===== src/design/zsdc_pkg.sv =====
// Shared types, constants and helpers for the zigzag sweep drive controller.
package zsdc_pkg;

  localparam int AngW = 15;
  typedef logic signed [AngW-1:0] ang_t;

  localparam ang_t ANG_SIDE_HI  = ang_t'(-1360);
  localparam ang_t ANG_SIDE_LO  = ang_t'(-1520);
  localparam ang_t ANG_RET_HOLD = ang_t'(2720);
  localparam ang_t ANG_QUARTER  = ang_t'(-1440);
  localparam ang_t ANG_HALF     = ang_t'(-2880);

  typedef enum logic [1:0] {
    DRV_STOP  = 2'd0,
    DRV_FWD   = 2'd1,
    DRV_LEFT  = 2'd2,
    DRV_RIGHT = 2'd3
  } drive_t;

  typedef enum logic [10:0] {
    PH_IDLE       = 11'b000_0000_0001,
    PH_OUT_HOLD   = 11'b000_0000_0010,
    PH_OUT_TURN_Q = 11'b000_0000_0100,
    PH_OUT_SIDE   = 11'b000_0000_1000,
    PH_OUT_DWELL  = 11'b000_0001_0000,
    PH_OUT_TURN_H = 11'b000_0010_0000,
    PH_RET_HOLD   = 11'b000_0100_0000,
    PH_RET_TURN_Q = 11'b000_1000_0000,
    PH_RET_SIDE   = 11'b001_0000_0000,
    PH_RET_DWELL  = 11'b010_0000_0000,
    PH_RET_TURN_Z = 11'b100_0000_0000
  } phase_t;

  typedef enum logic [1:0] {
    CFG_HEADING_BAND = 2'd0,
    CFG_NEAR_OUT     = 2'd1,
    CFG_NEAR_RET     = 2'd2,
    CFG_DWELL_TICKS  = 2'd3
  } cfg_idx_t;

  localparam logic [11:0] RST_HEADING_BAND = 12'd160;
  localparam logic [15:0] RST_NEAR_OUT     = 16'd320;
  localparam logic [15:0] RST_NEAR_RET     = 16'd160;
  localparam logic [15:0] RST_DWELL_TICKS  = 16'd500;

  typedef struct packed {
    logic [11:0] heading_band;
    logic [15:0] near_out;
    logic [15:0] near_ret;
    logic [15:0] dwell_ticks;
  } cfg_t;

  typedef struct packed {
    phase_t      phase;
    logic        leg;
    logic [15:0] dwell;
    drive_t      drive;
  } state_t;

  typedef struct packed {
    logic               action;
    logic               run;
    logic signed [12:0] heading;
    logic [15:0]        distance;
  } item_t;

  function automatic logic [3:0] phase_num(phase_t ph);
    logic [3:0] n;
    unique case (ph)
      PH_IDLE:       n = 4'd0;
      PH_OUT_HOLD:   n = 4'd1;
      PH_OUT_TURN_Q: n = 4'd2;
      PH_OUT_SIDE:   n = 4'd3;
      PH_OUT_DWELL:  n = 4'd4;
      PH_OUT_TURN_H: n = 4'd5;
      PH_RET_HOLD:   n = 4'd6;
      PH_RET_TURN_Q: n = 4'd7;
      PH_RET_SIDE:   n = 4'd8;
      PH_RET_DWELL:  n = 4'd9;
      PH_RET_TURN_Z: n = 4'd10;
      default:       n = 4'd0;
    endcase
    return n;
  endfunction

endpackage


===== src/design/zsdc_cfg.sv =====
// Configuration register bank for the sweep controller.
module zsdc_cfg (
  input  logic                clk,
  input  logic                rst_n,
  input  logic                cfg_we,
  input  logic [1:0]          cfg_index,
  input  logic [15:0]         cfg_data,
  output zsdc_pkg::cfg_t      cfg
);

  zsdc_pkg::cfg_t cfg_r;
  zsdc_pkg::cfg_t cfg_nxt;

  always_comb begin
    cfg_nxt = cfg_r;
    if (cfg_we) begin
      unique case (zsdc_pkg::cfg_idx_t'(cfg_index))
        zsdc_pkg::CFG_HEADING_BAND: cfg_nxt.heading_band = cfg_data[11:0];
        zsdc_pkg::CFG_NEAR_OUT:     cfg_nxt.near_out     = cfg_data;
        zsdc_pkg::CFG_NEAR_RET:     cfg_nxt.near_ret     = cfg_data;
        zsdc_pkg::CFG_DWELL_TICKS:  cfg_nxt.dwell_ticks  = cfg_data;
        default:                    cfg_nxt = cfg_r;
      endcase
    end
  end

  always_ff @(posedge clk) begin
    if (!rst_n) begin
      cfg_r.heading_band <= zsdc_pkg::RST_HEADING_BAND;
      cfg_r.near_out     <= zsdc_pkg::RST_NEAR_OUT;
      cfg_r.near_ret     <= zsdc_pkg::RST_NEAR_RET;
      cfg_r.dwell_ticks  <= zsdc_pkg::RST_DWELL_TICKS;
    end else begin
      cfg_r <= cfg_nxt;
    end
  end

  assign cfg = cfg_r;

endmodule


===== src/design/zsdc_step.sv =====
// Next-state logic of the sweep: one update or tick applied to the state.
module zsdc_step (
  input  zsdc_pkg::cfg_t   cfg,
  input  zsdc_pkg::state_t cur,
  input  zsdc_pkg::item_t  item,
  output zsdc_pkg::state_t nxt
);

  zsdc_pkg::ang_t   h;
  zsdc_pkg::ang_t   band;
  zsdc_pkg::ang_t   nband;
  zsdc_pkg::drive_t side_drive;
  logic             in_dwell;
  logic [15:0]      cnt_dec;
  logic             no_dwell;

  always_comb begin
    h        = zsdc_pkg::ang_t'(item.heading);
    band     = zsdc_pkg::ang_t'(cfg.heading_band);
    nband    = -band;
    in_dwell = (cur.phase == zsdc_pkg::PH_OUT_DWELL) ||
               (cur.phase == zsdc_pkg::PH_RET_DWELL);
    no_dwell = (cfg.dwell_ticks == 16'd0);
    cnt_dec  = (cur.dwell != 16'd0) ? cur.dwell - 16'd1 : cur.dwell;

    if (h > zsdc_pkg::ANG_SIDE_HI) begin
      side_drive = zsdc_pkg::DRV_RIGHT;
    end else if (h < zsdc_pkg::ANG_SIDE_LO) begin
      side_drive = zsdc_pkg::DRV_LEFT;
    end else begin
      side_drive = zsdc_pkg::DRV_FWD;
    end

    nxt = cur;
    if (item.action) begin
      if (in_dwell) begin
        nxt.dwell = cnt_dec;
        if (cnt_dec == 16'd0) begin
          nxt.phase = (cur.phase == zsdc_pkg::PH_OUT_DWELL) ? zsdc_pkg::PH_OUT_TURN_H
                                                            : zsdc_pkg::PH_RET_TURN_Z;
        end
      end
    end else if (!in_dwell) begin
      if (!item.run) begin
        nxt.phase = zsdc_pkg::PH_IDLE;
        nxt.drive = zsdc_pkg::DRV_STOP;
      end else begin
        unique case (cur.phase)
          zsdc_pkg::PH_IDLE: begin
            nxt.phase = cur.leg ? zsdc_pkg::PH_RET_HOLD : zsdc_pkg::PH_OUT_HOLD;
          end
          zsdc_pkg::PH_OUT_HOLD: begin
            nxt.drive = zsdc_pkg::DRV_FWD;
            if (h > band) nxt.drive = zsdc_pkg::DRV_RIGHT;
            if (h < nband) nxt.drive = zsdc_pkg::DRV_LEFT;
            if (item.distance < cfg.near_out) nxt.phase = zsdc_pkg::PH_OUT_TURN_Q;
          end
          zsdc_pkg::PH_OUT_TURN_Q: begin
            nxt.drive = zsdc_pkg::DRV_RIGHT;
            if (h < zsdc_pkg::ANG_QUARTER + band) nxt.phase = zsdc_pkg::PH_OUT_SIDE;
          end
          zsdc_pkg::PH_OUT_SIDE: begin
            nxt.drive = side_drive;
            nxt.dwell = cfg.dwell_ticks;
            nxt.phase = no_dwell ? zsdc_pkg::PH_OUT_TURN_H : zsdc_pkg::PH_OUT_DWELL;
          end
          zsdc_pkg::PH_OUT_TURN_H: begin
            nxt.drive = zsdc_pkg::DRV_RIGHT;
            if (h < zsdc_pkg::ANG_HALF + band) begin
              nxt.leg   = 1'b1;
              nxt.phase = zsdc_pkg::PH_IDLE;
            end
          end
          zsdc_pkg::PH_RET_HOLD: begin
            nxt.drive = zsdc_pkg::DRV_FWD;
            if (h < -zsdc_pkg::ANG_RET_HOLD) nxt.drive = zsdc_pkg::DRV_RIGHT;
            if (h > zsdc_pkg::ANG_RET_HOLD) nxt.drive = zsdc_pkg::DRV_LEFT;
            if (item.distance < cfg.near_ret) nxt.phase = zsdc_pkg::PH_RET_TURN_Q;
          end
          zsdc_pkg::PH_RET_TURN_Q: begin
            nxt.drive = zsdc_pkg::DRV_LEFT;
            if (h > zsdc_pkg::ANG_QUARTER) nxt.phase = zsdc_pkg::PH_RET_SIDE;
          end
          zsdc_pkg::PH_RET_SIDE: begin
            nxt.drive = side_drive;
            nxt.dwell = cfg.dwell_ticks;
            nxt.phase = no_dwell ? zsdc_pkg::PH_RET_TURN_Z : zsdc_pkg::PH_RET_DWELL;
          end
          zsdc_pkg::PH_RET_TURN_Z: begin
            nxt.drive = zsdc_pkg::DRV_LEFT;
            if (h > nband) begin
              nxt.leg   = 1'b0;
              nxt.phase = zsdc_pkg::PH_IDLE;
            end
          end
          default: begin
            nxt.phase = zsdc_pkg::PH_IDLE;
          end
        endcase
      end
    end
  end

endmodule


===== src/design/zigzag_sweep_drive_controller.sv =====
// Top level of the zigzag sweep drive controller: request and result registers.
// Flow: an accepted request is captured in the request register, then its result in the result register.
// Throughput: one request per cycle while out_stall is low; the result register frees the input side.
// The state update sits between the request register and the result register.
// Reset: synchronous, active low; clears phase to idle, leg, dwell count and drive,
// and loads the configuration registers with their defaults.
module zigzag_sweep_drive_controller (
  input  logic               clk,
  input  logic               rst_n,
  input  logic               cfg_we,
  input  logic [1:0]         cfg_index,
  input  logic [15:0]        cfg_data,
  input  logic               in_valid,
  output logic               in_stall,
  input  logic               in_action,
  input  logic               in_run_command,
  input  logic signed [12:0] in_heading,
  input  logic [15:0]        in_distance,
  output logic               out_valid,
  input  logic               out_stall,
  output logic [1:0]         out_drive,
  output logic [3:0]         out_phase,
  output logic               out_return_leg
);

  zsdc_pkg::cfg_t   cfg;
  zsdc_pkg::state_t state_r;
  zsdc_pkg::state_t state_nxt;
  zsdc_pkg::item_t  s1_item_r;
  logic             s1_valid_r;
  logic             s1_valid_nxt;
  logic             out_valid_r;
  logic             out_valid_nxt;
  logic [1:0]       out_drive_r;
  logic [3:0]       out_phase_r;
  logic             out_leg_r;
  logic             in_fire;
  logic             s1_fire;

  zsdc_cfg u_cfg (
    .clk       (clk),
    .rst_n     (rst_n),
    .cfg_we    (cfg_we),
    .cfg_index (cfg_index),
    .cfg_data  (cfg_data),
    .cfg       (cfg)
  );

  zsdc_step u_step (
    .cfg  (cfg),
    .cur  (state_r),
    .item (s1_item_r),
    .nxt  (state_nxt)
  );

  assign s1_fire  = s1_valid_r && (!out_valid_r || !out_stall);
  assign in_stall = s1_valid_r && !s1_fire;
  assign in_fire  = in_valid && !in_stall;

  always_comb begin
    s1_valid_nxt = s1_valid_r;
    if (in_fire) begin
      s1_valid_nxt = 1'b1;
    end else if (s1_fire) begin
      s1_valid_nxt = 1'b0;
    end
    out_valid_nxt = out_valid_r;
    if (s1_fire) begin
      out_valid_nxt = 1'b1;
    end else if (out_valid_r && !out_stall) begin
      out_valid_nxt = 1'b0;
    end
  end

  always_ff @(posedge clk) begin
    if (!rst_n) begin
      s1_valid_r    <= 1'b0;
      out_valid_r   <= 1'b0;
      state_r.phase <= zsdc_pkg::PH_IDLE;
      state_r.leg   <= 1'b0;
      state_r.dwell <= 16'd0;
      state_r.drive <= zsdc_pkg::DRV_STOP;
    end else begin
      s1_valid_r  <= s1_valid_nxt;
      out_valid_r <= out_valid_nxt;
      if (s1_fire) begin
        state_r <= state_nxt;
      end
    end
  end

  always_ff @(posedge clk) begin
    if (in_fire) begin
      s1_item_r.action   <= in_action;
      s1_item_r.run      <= in_run_command;
      s1_item_r.heading  <= in_heading;
      s1_item_r.distance <= in_distance;
    end
    if (s1_fire) begin
      out_drive_r <= state_nxt.drive;
      out_phase_r <= zsdc_pkg::phase_num(state_nxt.phase);
      out_leg_r   <= state_nxt.leg;
    end
  end

  assign out_valid      = out_valid_r;
  assign out_drive      = out_drive_r;
  assign out_phase      = out_phase_r;
  assign out_return_leg = out_leg_r;

  a_dwell_nonzero: assert property (@(posedge clk) disable iff (!rst_n)
    ((state_r.phase == zsdc_pkg::PH_OUT_DWELL) || (state_r.phase == zsdc_pkg::PH_RET_DWELL))
    |-> (state_r.dwell != 16'd0))
    else $error("dwell phase held with zero count");

  a_state_hold: assert property (@(posedge clk) disable iff (!rst_n)
    (rst_n && !s1_fire) |=> $stable(state_r))
    else $error("state moved without a request");

  a_leg_at_idle: assert property (@(posedge clk) disable iff (!rst_n)
    (s1_fire && (state_nxt.leg != state_r.leg)) |=> (state_r.phase == zsdc_pkg::PH_IDLE))
    else $error("leg flag changed outside a turn end");

  a_out_follows: assert property (@(posedge clk) disable iff (!rst_n)
    s1_fire |=> (out_valid_r && (out_drive_r == state_r.drive) &&
                 (out_return_leg == state_r.leg)))
    else $error("result does not match state");

endmodule


===== config.mk =====
export PLATFORM = sky130hd
export DESIGN_NAME = zigzag_sweep_drive_controller
export DESIGN_NICKNAME = d
export VERILOG_FILES = /design/src/design/zsdc_pkg.sv /design/src/design/zsdc_cfg.sv /design/src/design/zsdc_step.sv /design/src/design/zigzag_sweep_drive_controller.sv
export SDC_FILE = /design/constraint.sdc
export NUM_CORES = 1
export LEC_CHECK = 0
export ABC_AREA = 1
export BUFFER_PORTS_ARGS = -buffer_cell sky130_fd_sc_hd__buf_2
export CORE_UTILIZATION = 50
export CTS_CLUSTER_DIAMETER = 120
export DETAILED_ROUTE_END_ITERATION = 10
export PLACE_DENSITY = 0.68
export SLEW_MARGIN = 10
export SYNTH_ARGS = -nofsm -noshare
export SYNTH_HDL_FRONTEND = slang
export SYNTH_SLANG_ARGS = --single-unit

===== constraint.sdc =====
create_clock -name clk -period 8.68 [get_ports clk]
set_input_delay 0.434 -clock clk [delete_from_list [all_inputs] [get_ports clk]]
set_output_delay 0.434 -clock clk [all_outputs]
set_load 0.1 [all_outputs]

**After elaboration in Yosys (flattened, before gate mapping)**

Index checks and enable logic that the tools add are counted.

- Flip-flop bits (word level): 130
- Input port bits: 54
- Output and inout bits: 9
- Word-level logic and storage cells: 122

- Add/sub/neg operators: 4
- Order comparisons: 12
- Equality and inequality tests: 26
- Multiplexer cells: 37
- Reductions and logical operators: 26

Operators by type and width:

| operator | number |
|---|---|
| $mux 11 | 10 |
| $pmux 11 s9 | 1 |
| $mux 16 | 4 |
| $pmux 4 s10 | 1 |
| $logic_not 16->1 | 2 |
| $lt 16x16->1 | 2 |
| $mux 30 | 1 |
| $lt 13x14->1 | 2 |
| $gt 13x12->1 const B | 2 |
| $mux 12 | 2 |
| $eq 11x10->1 const B | 2 |
| $eq 11x11->1 const B | 2 |
| $eq 11x2->1 const B | 2 |
| $eq 11x3->1 const B | 2 |
| $eq 11x4->1 const B | 2 |
| $eq 11x5->1 const B | 2 |
| $eq 11x6->1 const B | 2 |
| $eq 11x7->1 const B | 2 |
| $eq 11x8->1 const B | 2 |
| $eq 11x9->1 const B | 2 |
| $mux 17 | 1 |
| $mux 2 | 8 |
| $reduce_bool 16->1 | 1 |
| $sub 16x1->16 const B | 1 |
| other kinds (27) | 47 |

**Logic depth before layout (Yosys ltp)**

Gate-level depths: netlist of the first run.

- Word-level depth: 9
- Mapped depth: 26
- Depth with buffers taken out: 26

**By module**

Synthesis of the first run repeated with hierarchy kept, for this count alone.

- Cell total of the unflattened synthesis: 1,443
- Area, all modules: 9,530.4 µm²

By module, submodules not included:

| module | instances | cells each | area each (µm²) | sequential area each (µm²) |
|---|---|---|---|---|
| zsdc_step | 1 | 837 | 4,485.6 | 0.0 |
| zigzag_sweep_drive_controller | 1 | 239 | 2,577.5 | 1,781.7 |
| zsdc_cfg | 1 | 367 | 2,467.4 | 1,201.2 |

**Least setup slack after synthesis of the first run**

No wires, ideal clock.

- Path type: register -> register
- From: register out_valid_r (netlist: out_valid)
- To: register s1_item_r[0] (netlist name) (enable)
- Library setup time: 0.395 ns
- Data arrival time: 3.098 ns
- Data required time: 8.285 ns
- Slack: 5.188 ns
- Stages on the path, launching flop included: 6
- Buffers on the path: 0
- Clock period less this slack: 3.492 ns
- Cells stage by stage: dfxtp_1 -> nand2_1 -> nor2_1 -> inv_1 -> nand2_1 -> inv_1

- Word-level cells in the longest chain between the ends: 7

Ends and longest elaborated chain:

| what | line | source |
|---|---|---|
| start: declaration | zigzag_sweep_drive_controller.sv:32 | `logic out_valid_r;` |
| start signal: assignment | zigzag_sweep_drive_controller.sv:85 | `out_valid_r <= out_valid_nxt;` |
| $logic_not 1->1 | zigzag_sweep_drive_controller.sv:56 | `assign s1_fire = s1_valid_r && (!out_valid_r \|\| !out_stall);` |
| $logic_or 1x1->1 | zigzag_sweep_drive_controller.sv:56 |  |
| $logic_and 1x1->1 | zigzag_sweep_drive_controller.sv:56 |  |
| $logic_not 1->1 | zigzag_sweep_drive_controller.sv:57 | `assign in_stall = s1_valid_r && !s1_fire;` |
| $logic_and 1x1->1 | zigzag_sweep_drive_controller.sv:57 |  |
| net in_stall | zigzag_sweep_drive_controller.sv:14 | `output logic in_stall,` |
| $logic_not 1->1 | zigzag_sweep_drive_controller.sv:58 | `assign in_fire = in_valid && !in_stall;` |
| $logic_and 1x1->1 | zigzag_sweep_drive_controller.sv:58 |  |
| net in_fire | zigzag_sweep_drive_controller.sv:37 | `logic in_fire;` |
| end: declaration | zigzag_sweep_drive_controller.sv:29 | `zsdc_pkg::item_t s1_item_r;` |

The timed path passes the listed nets, and every way through them passes these cells.
A chain may end at the register's enable or synchronous reset.

**Worst setup path in the final report of the first run**

- From: register u_cfg.cfg_r (netlist bit u_cfg.cfg[49])
- To: register out_phase_r[1] (netlist: out_phase[1]) (data pin)

- Word-level cells in the longest chain between the ends: 9
- Elaborated cells between the ends (all ways): 24
- Classes of those cells: 3 x add/sub; 3 x order compare; 10 x eq/ne; 8 x mux

Ends and longest elaborated chain:

| what | line | source |
|---|---|---|
| start: declaration | zsdc_cfg.sv:11 | `zsdc_pkg::cfg_t cfg_r;` |
| start signal: assignment | zsdc_cfg.sv:34 | `cfg_r <= cfg_nxt;` |
| $add 13x13->14, or another cell as far along | zsdc_step.sv:69 | `if (h < zsdc_pkg::ANG_HALF + band) begin` |
| $lt 13x14->1, or another cell as far along | zsdc_step.sv:69 |  |
| $mux 12, or another cell as far along | zsdc_step.sv:69 |  |
| $pmux 11 s9 (*) | zsdc_step.sv:48 | `unique case (cur.phase)` |
| $mux 11 (*) | zsdc_step.sv:44 | `if (!item.run) begin` |
| $mux 30 (*) | zsdc_step.sv:43 | `end else if (!in_dwell) begin` |
| $mux 11 (*) | zsdc_step.sv:35 | `if (item.action) begin` |
| $eq 11x11->1, or another cell as far along | zsdc_pkg.sv:69 | `unique case (ph)` |
| $pmux 4 s10 (*) | zsdc_pkg.sv:69 |  |
| end signal: assignment | zigzag_sweep_drive_controller.sv:101 | `out_phase_r <= zsdc_pkg::phase_num(state_nxt.phase);` |
| end: declaration | zigzag_sweep_drive_controller.sv:35 | `logic [3:0] out_phase_r;` |

Every way passes the cells marked *; elsewhere a longest branch is shown, timed or not. The select of a mux whose other input is x is not followed.

==> impl_metrics.py, run 1 <==
metrics = {
    "worst_setup_path": {
        "start_kind": "register",
        "endpoint_kind": "register",
        "path_buf_inv": 3,
        "crit_family": "simple AND/OR/NAND/NOR gates",
        "r2r-end": "out_phase[1]",
        "worstSetupPathType": "register to register",
        "reg2reg_depth": 25,
        "rrSetupSlack_ps": 4830,
        "critPathArrivalTime_ps": 4030,
        "rr_startpoint": "u_cfg.cfg[49]",
        "cpPeakStageDelay_ps": 310,
        "crit_path_top_delay_cell": "dfxtp_1",
        "crit_top_cell": "nand2_1",
        "cp_max_fo": 4,
        "critical_path_required_ps": 8860,
    },
    "hold_path": {
        "hold_class": "input port to register",
        "hold_start": "in_distance[2]",
        "min_to": "s1_item_r[2]",
        "min_path_cells": 1,
    },
    "global_routing": {
        "grt_pass1_vias": 7406,
        "grt_max_degree": 77,
        "grt_antenna_before_repair": 0,
        "grt_overflow": 0,
        "grt_use_total_pct": 25.8,
        "grt_pass1_wl_um": 35900,
    },
    "timing": {
        "fin_tns_setup_ps": 0,
        "hold_viol": 0,
        "min_period_over_period_pct": 44.4,
        "maxSlewHeadroom_pct": 41.5,
        "fin_skew_ps": 13.4,
        "fin_hold_ws_ps": 177,
        "period_needed_ps": 3850,
        "tightestPinTransition_ps": 874,
        "worst_slack_ps": 4830,
        "slew_violations": 0,
        "rsz0062_at_grt": "no",
        "max_freq_mhz": 259,
        "setup_violations": 0,
    },
    "synthesis": {
        "syn_nets": 1349,
        "synthesis.area_mm2": 0.00868,
        "ys_seq_elements": 130,
        "yosysTopAreaCell": "dfxtp_1",
        "synth_top_cells_by_area": "dfxtp_1 (21%), edfxtp_1 (13%), ha_1 (12%), nand2_1 (11%), inv_1 (7.5%)",
        "yosysMostFrequentCell": "nand2_1",
        "async_flop_share_pct": 0,
        "ys_types": 45,
        "synthTopCellsByCount": "nand2_1 (253), inv_1 (174), a21oi_1 (121), nor2_1 (108), o21ai_0 (100)",
        "ys.flop_type": "dfxtp_1",
        "synth_enable_flop_cells": 38,
        "ys_seq_area_share_pct": 34.4,
        "synth_top_cell_area_share_pct": 21.2,
        "post_synth.cell_area_avg_um2": 7.15,
        "synthCells": 1214,
        "yosysWarnings": 0,
    },
    "layout": {
        "stdcell_area_mm2": 0.00972,
        "final_util_pct": 58.0,
        "fill_cells": 1667,
        "drive_gt1_share_pct": 11.1,
        "syn_to_final_growth_pct": 11.9,
        "n_antenna_cell": 0,
        "final_cells": 1502,
        "nets": 1405,
    },
    "placed_design": {
        "dp_slack_ps": 4900,
        "dpl_cell_area_mm2": 0.00917,
        "place_inst": 1471,
        "dp_hpwl_um": 16700,
        "gp_congestion": 0.911,
        "portBuffers": 62,
    },
    "floorplanning": {
        "start_util_pct": 51.8,
        "die_area_mm2": 0.0179,
        "core_area_mm2": 0.0168,
        "pin_count": 63,
        "fp.dieW_um": 134,
        "row_count": 47,
        "die_y_um": 134,
    },
    "routing": {
        "ant_nets": 0,
        "drtIter0Drc": 523,
        "detail_route.wl_per_cell_um": 14.7,
        "vias": 8014,
        "wl_um": 22100,
        "avgViaCountPerCell": 5.34,
        "post-route-drc-count": 0,
        "dr.pass1.iters": 6,
    },
    "pwr": {
        "peakVddDrop_uv": 161,
        "power_density_mw_per_mm2": 170,
        "power_leakage_nw": 4.80,
        "power.total_mw": 1.65,
    },
    "clock_tree": {
        "clock_latency_ps": 430,
        "tritoncts": "yes",
        "postCtsSetupRepairBufs": 0,
        "clk_pin_slew_ps": 60,
        "hold_buffers": 0,
        "cts_max_path_buffers": 2,
        "cts_max_level": 4,
        "cts_resized": 0,
        "root_buffer": "clkbuf_16",
        "clock-sinks": 130,
        "cts_buffers": 17,
    },
    "status": {
        "status": "finished clean",
    },
    "job": {
        "cap_violations": 0,
    },
}
[cell type report]
cell class	count	area (um^2)	area share (%)
inverter	185	694	7.15
clock inverter	12	110	1.13
timing repair buffer	65	333	3.43
sequential	130	2980	30.7
multi-input combinational	871	4890	50.3
clock buffer	19	433	4.46
tap	220	275	2.83
[how the worst max path moves through the flow]
stage             startpoint            to  slack, ps  cells past startpoint
6_report       u_cfg.cfg[49]  out_phase[1]       4830                     25
5_1_grt        u_cfg.cfg[49]  out_phase[1]       4410                     25
4_1_cts        u_cfg.cfg[49]  out_phase[1]       4900                     25
3_5_place_dp   u_cfg.cfg[49]  out_phase[1]       4900                     25
3_3_place_gp   u_cfg.cfg[49]  out_phase[0]       5110                     25
2_1_floorplan      out_valid  s1_item_r[0]       5190                      5
[power breakdown]
group | internal (mW) | total (mW) | switching [mW]
combinational | 0.0993 | 0.295 | 0.195
sequential | 0.658 | 0.685 | 0.0274
clock | 0.392 | 0.671 | 0.279
total | 1.15 | 1.65 | 0.501
[layout by cell type, fill, tap and decap left out, types with 4 or more instances in the layout]
cell type  count
ha_1          81
inv_2          8
inv_1        174
buf_2         62
clkbuf_16     17
clkinv_1       5
nand3b_1       9
o221ai_1       6
nand3_1       55
nand4_1       22
xor2_1        14
o21ai_0      100
a21oi_1      121
o21bai_1       4
nand2_1      253
o211a_1        6
nor2_4         8
nand3_2        5
dfxtp_1       92
a31oi_1        5
nor2_2        11
nor2_1       108
nor3_1        17
o211ai_1       6
nand2_2       11
edfxtp_1      38
a32oi_1        5
[cells by family (layout without fill, tap and decap cells)]
| kind of cell | Yosys count | count (layout) | synth area share (%) |
|---|---|---|---|
| AND/OR/NAND/NOR | 510 | 510 | 26.3 |
| AO/OA/AOI/OAI | 264 | 264 | 16.7 |
| buffers and inverters | 213 | 281 | 9.35 |
| flip-flops | 130 | 130 | 34.4 |
| adder cells (fa/ha/maj) | 81 | 81 | 11.7 |
| XOR/XNOR | 16 | 16 | 1.61 |
[worst reg2reg max path, stage by stage (launching register included)]
cell	delay [ps]
dfxtp_1	310
inv_1	110
ha_1	210
nand3_1	110
nor3_1	260
inv_1	90
nor3_1	280
inv_1	130
nor3_1	160
ha_1	290
nand2_1	120
o21bai_1	120
nand2_1	60
a21oi_1	170
nand2_1	70
nand2_1	50
nand2_1	110
nand2_1	80
nand2_1	70
a21oi_1	220
o21bai_2	190
nor2_2	90
nand2_1	80
nor2_1	60
nor2_1	90
nand2_1	60
[flip-flops by register name, summed over array words and instances, names as in the netlist]
| signal | flops |
|---|---|
| state_r | 30 |
| out_valid | 1 |
| out_drive | 2 |
| u_cfg.cfg | 60 |
| out_phase | 4 |
| out_return_leg | 1 |
| s1_valid_r | 1 |
| s1_item_r | 31 |
[metal layers]
metal	vias to the layer above	track usage (%)	wire, um
met5	-	0	0
met4	0	9.22	493
met3	36	4.38	964
met2	216	42.4	10300
met1	3614	34.0	10400
li1	4148	-	-
(Power assumes the default switching activity.)
==> inputs of run 2 (changes only) <==
Settings changed: PLACE_DENSITY 0.68 to 0.71.
Clock period 8.68 ns to 3.4 ns, I/O delays scaled along.
==> run 2 against run 1 <==
Power increased to 2.6 times the previous value. Clock skew increased by 3.9 ps. Cell count grew 4.4%. First-iteration DRC count grew 47%. Combinational power increased to 2.9 times the previous value. Critical path type unchanged. Largest power group unchanged.
==> impl_metrics.py, run 2 (synthesized netlist as in run 1, its figures left out) <==
metrics = {
    "status": {
        "status": "finished clean",
    },
    "global_routing": {
        "grt_util_met1_pct": 34.6,
        "grt_antenna_before_repair": 0,
        "grt_pass1_vias": 7924,
        "grt_pass1_wl_um": 38100,
        "busiest_layer": "met2",
        "grt.met3_usage_pct": 5.03,
        "grt_max_degree": 76,
        "grt_overflow": 0,
        "use_met2_pct": 45.8,
        "grt_use_total_pct": 27.1,
    },
    "timing": {
        "fin_skew_ps": 17.3,
        "max_freq_mhz": 297,
        "setup_violations": 0,
        "fin_tns_setup_ps": 0,
        "slew_violations": 0,
        "min_period_over_period_pct": 98.9,
        "tightestPinTransition_ps": 762,
        "period_needed_ps": 3360,
        "fin_hold_ws_ps": 12.9,
        "rsz0062_at_grt": "yes",
        "maxSlewHeadroom_pct": 49.2,
        "hold_viol": 0,
    },
    "job": {
        "cap_violations": 0,
    },
    "layout": {
        "fill_cells": 1502,
        "syn_to_final_growth_pct": 20.3,
        "final_common_cell": "nand2_1",
        "n_antenna_cell": 0,
        "nets": 1470,
        "largest_reg_flops": 60,
        "final_util_pct": 62.3,
        "drive_gt1_share_pct": 15.9,
        "layout_common_cells": "nand2_1 (246), inv_1 (169), a21oi_1 (116)",
    },
    "worst_setup_path": {
        "endpoint_kind": "register",
        "critPathArrivalTime_ps": 3530,
        "cp_max_fo": 3,
        "start_kind": "register",
        "worstSetupPathType": "register to register",
        "critical_path_required_ps": 3570,
    },
    "routing": {
        "ant_nets": 0,
        "dr.pass1.iters": 7,
        "vias": 8327,
        "wl_um": 23300,
        "detail_route.wl_per_cell_um": 14.9,
        "post-route-drc-count": 0,
        "avgViaCountPerCell": 5.31,
        "drtIter0Drc": 768,
    },
    "clock_tree": {
        "clock_latency_ps": 430,
        "tritoncts": "yes",
        "cts_max_path_buffers": 2,
        "root_buffer": "clkbuf_16",
        "cts_buffers": 17,
        "clk_pin_slew_ps": 60,
        "clock-sinks": 130,
        "cts_max_level": 4,
    },
    "pwr": {
        "power_density_mw_per_mm2": 409,
        "peakVddDrop_uv": 352,
        "power_leakage_nw": 5.12,
        "power.total_mw": 4.27,
    },
    "floorplanning": {
        "row_count": 47,
        "start_util_pct": 51.8,
        "core_area_mm2": 0.0168,
        "die_y_um": 134,
        "die_area_mm2": 0.0179,
        "pin_count": 63,
        "fp.dieW_um": 134,
    },
    "placed_design": {
        "dp_hpwl_um": 16900,
        "portBuffers": 62,
        "gp_congestion": 0.974,
    },
    "hold_path": {
        "hold_class": "input port to register",
    },
}
-- run 2: cell count changes in the layout (fill, tap and decap cells not counted), sizes merged --
cell	delta
buf	+34
bufinv	-1
clkbuf	+2
clkinvlp	+2
dlygate4sd3	+31
inv	-2
-- run 2: repair_timing --
item | in CTS | in global routing
hold buffers | 31 | 0
buffers inserted | 2 | 5
endpoints found under the setup margin | 4 | 12
pin swaps | 3 | 13
gates resized for setup | 7 | 38
hold endpoints to repair | 31 | 0
-- run 2: critical path, stage by stage (launching register included) --
cell	delay (ps)
dfxtp_2	340
inv_2	80
ha_4	150
nand3_4	90
nor3_4	190
inv_2	80
nor3_4	220
inv_2	90
nor3_2	120
ha_1	260
nand2_1	70
inv_1	40
o21bai_1	160
nand2_1	100
a21oi_2	140
nand3_1	110
nand2_2	110
nand2_2	60
nand2_2	70
a21oi_2	60
o21bai_4	180
buf_4	130
nand2_1	60
nor2_1	50
nor2_1	90
nand2_1	50
-- run 2: final timing paths --
check	slack [ps]	depth (start not counted)	start	end
worst max-delay path	40	25	u_cfg.cfg[49]	out_phase[1]
worst max register to register	40	25	u_cfg.cfg[49]	out_phase[1]
worst min register to register	460	2	u_cfg.cfg[43]	u_cfg.cfg[43]
worst min-delay path	10	3	cfg_data[5]	u_cfg.cfg[21]
-- run 2: through the flow --
step | cells | setup WS, ps | cell area, um^2
after CTS | 1563 | 4.07 | 10300
after global routing | 1568 | -278 | 10400
after global placement | 1498 | 0.0193 | 9380
final | 1568 | 36.6 | 10400
after detailed placement | 1498 | -95.1 | 9380
after floorplan | 1214 | 141 | 8690
-- run 2: layout make-up --
class,instances,area (um^2),area share [%]
Tap cell,220,275,2.64
Clock buffer,21,460,4.41
Clock inverter,11,82.6,0.791
Inverter,185,694,6.65
Timing Repair Buffer,130,898,8.60
Sequential cell,130,2990,28.6
Multi-Input combinational cell,871,5040,48.3
-- run 2: power breakdown --
group,switching (mW),internal [mW]
sequential,0.0648,1.68
clock,0.706,0.971
combinational,0.540,0.314
-- run 2: routing by layer --
metal  wire (um)  vias to the layer above
met5           0                        -
met4         584                        0
met3        1190                       43
met2       11100                      222
met1       10400                     3787
li1            -                     4275
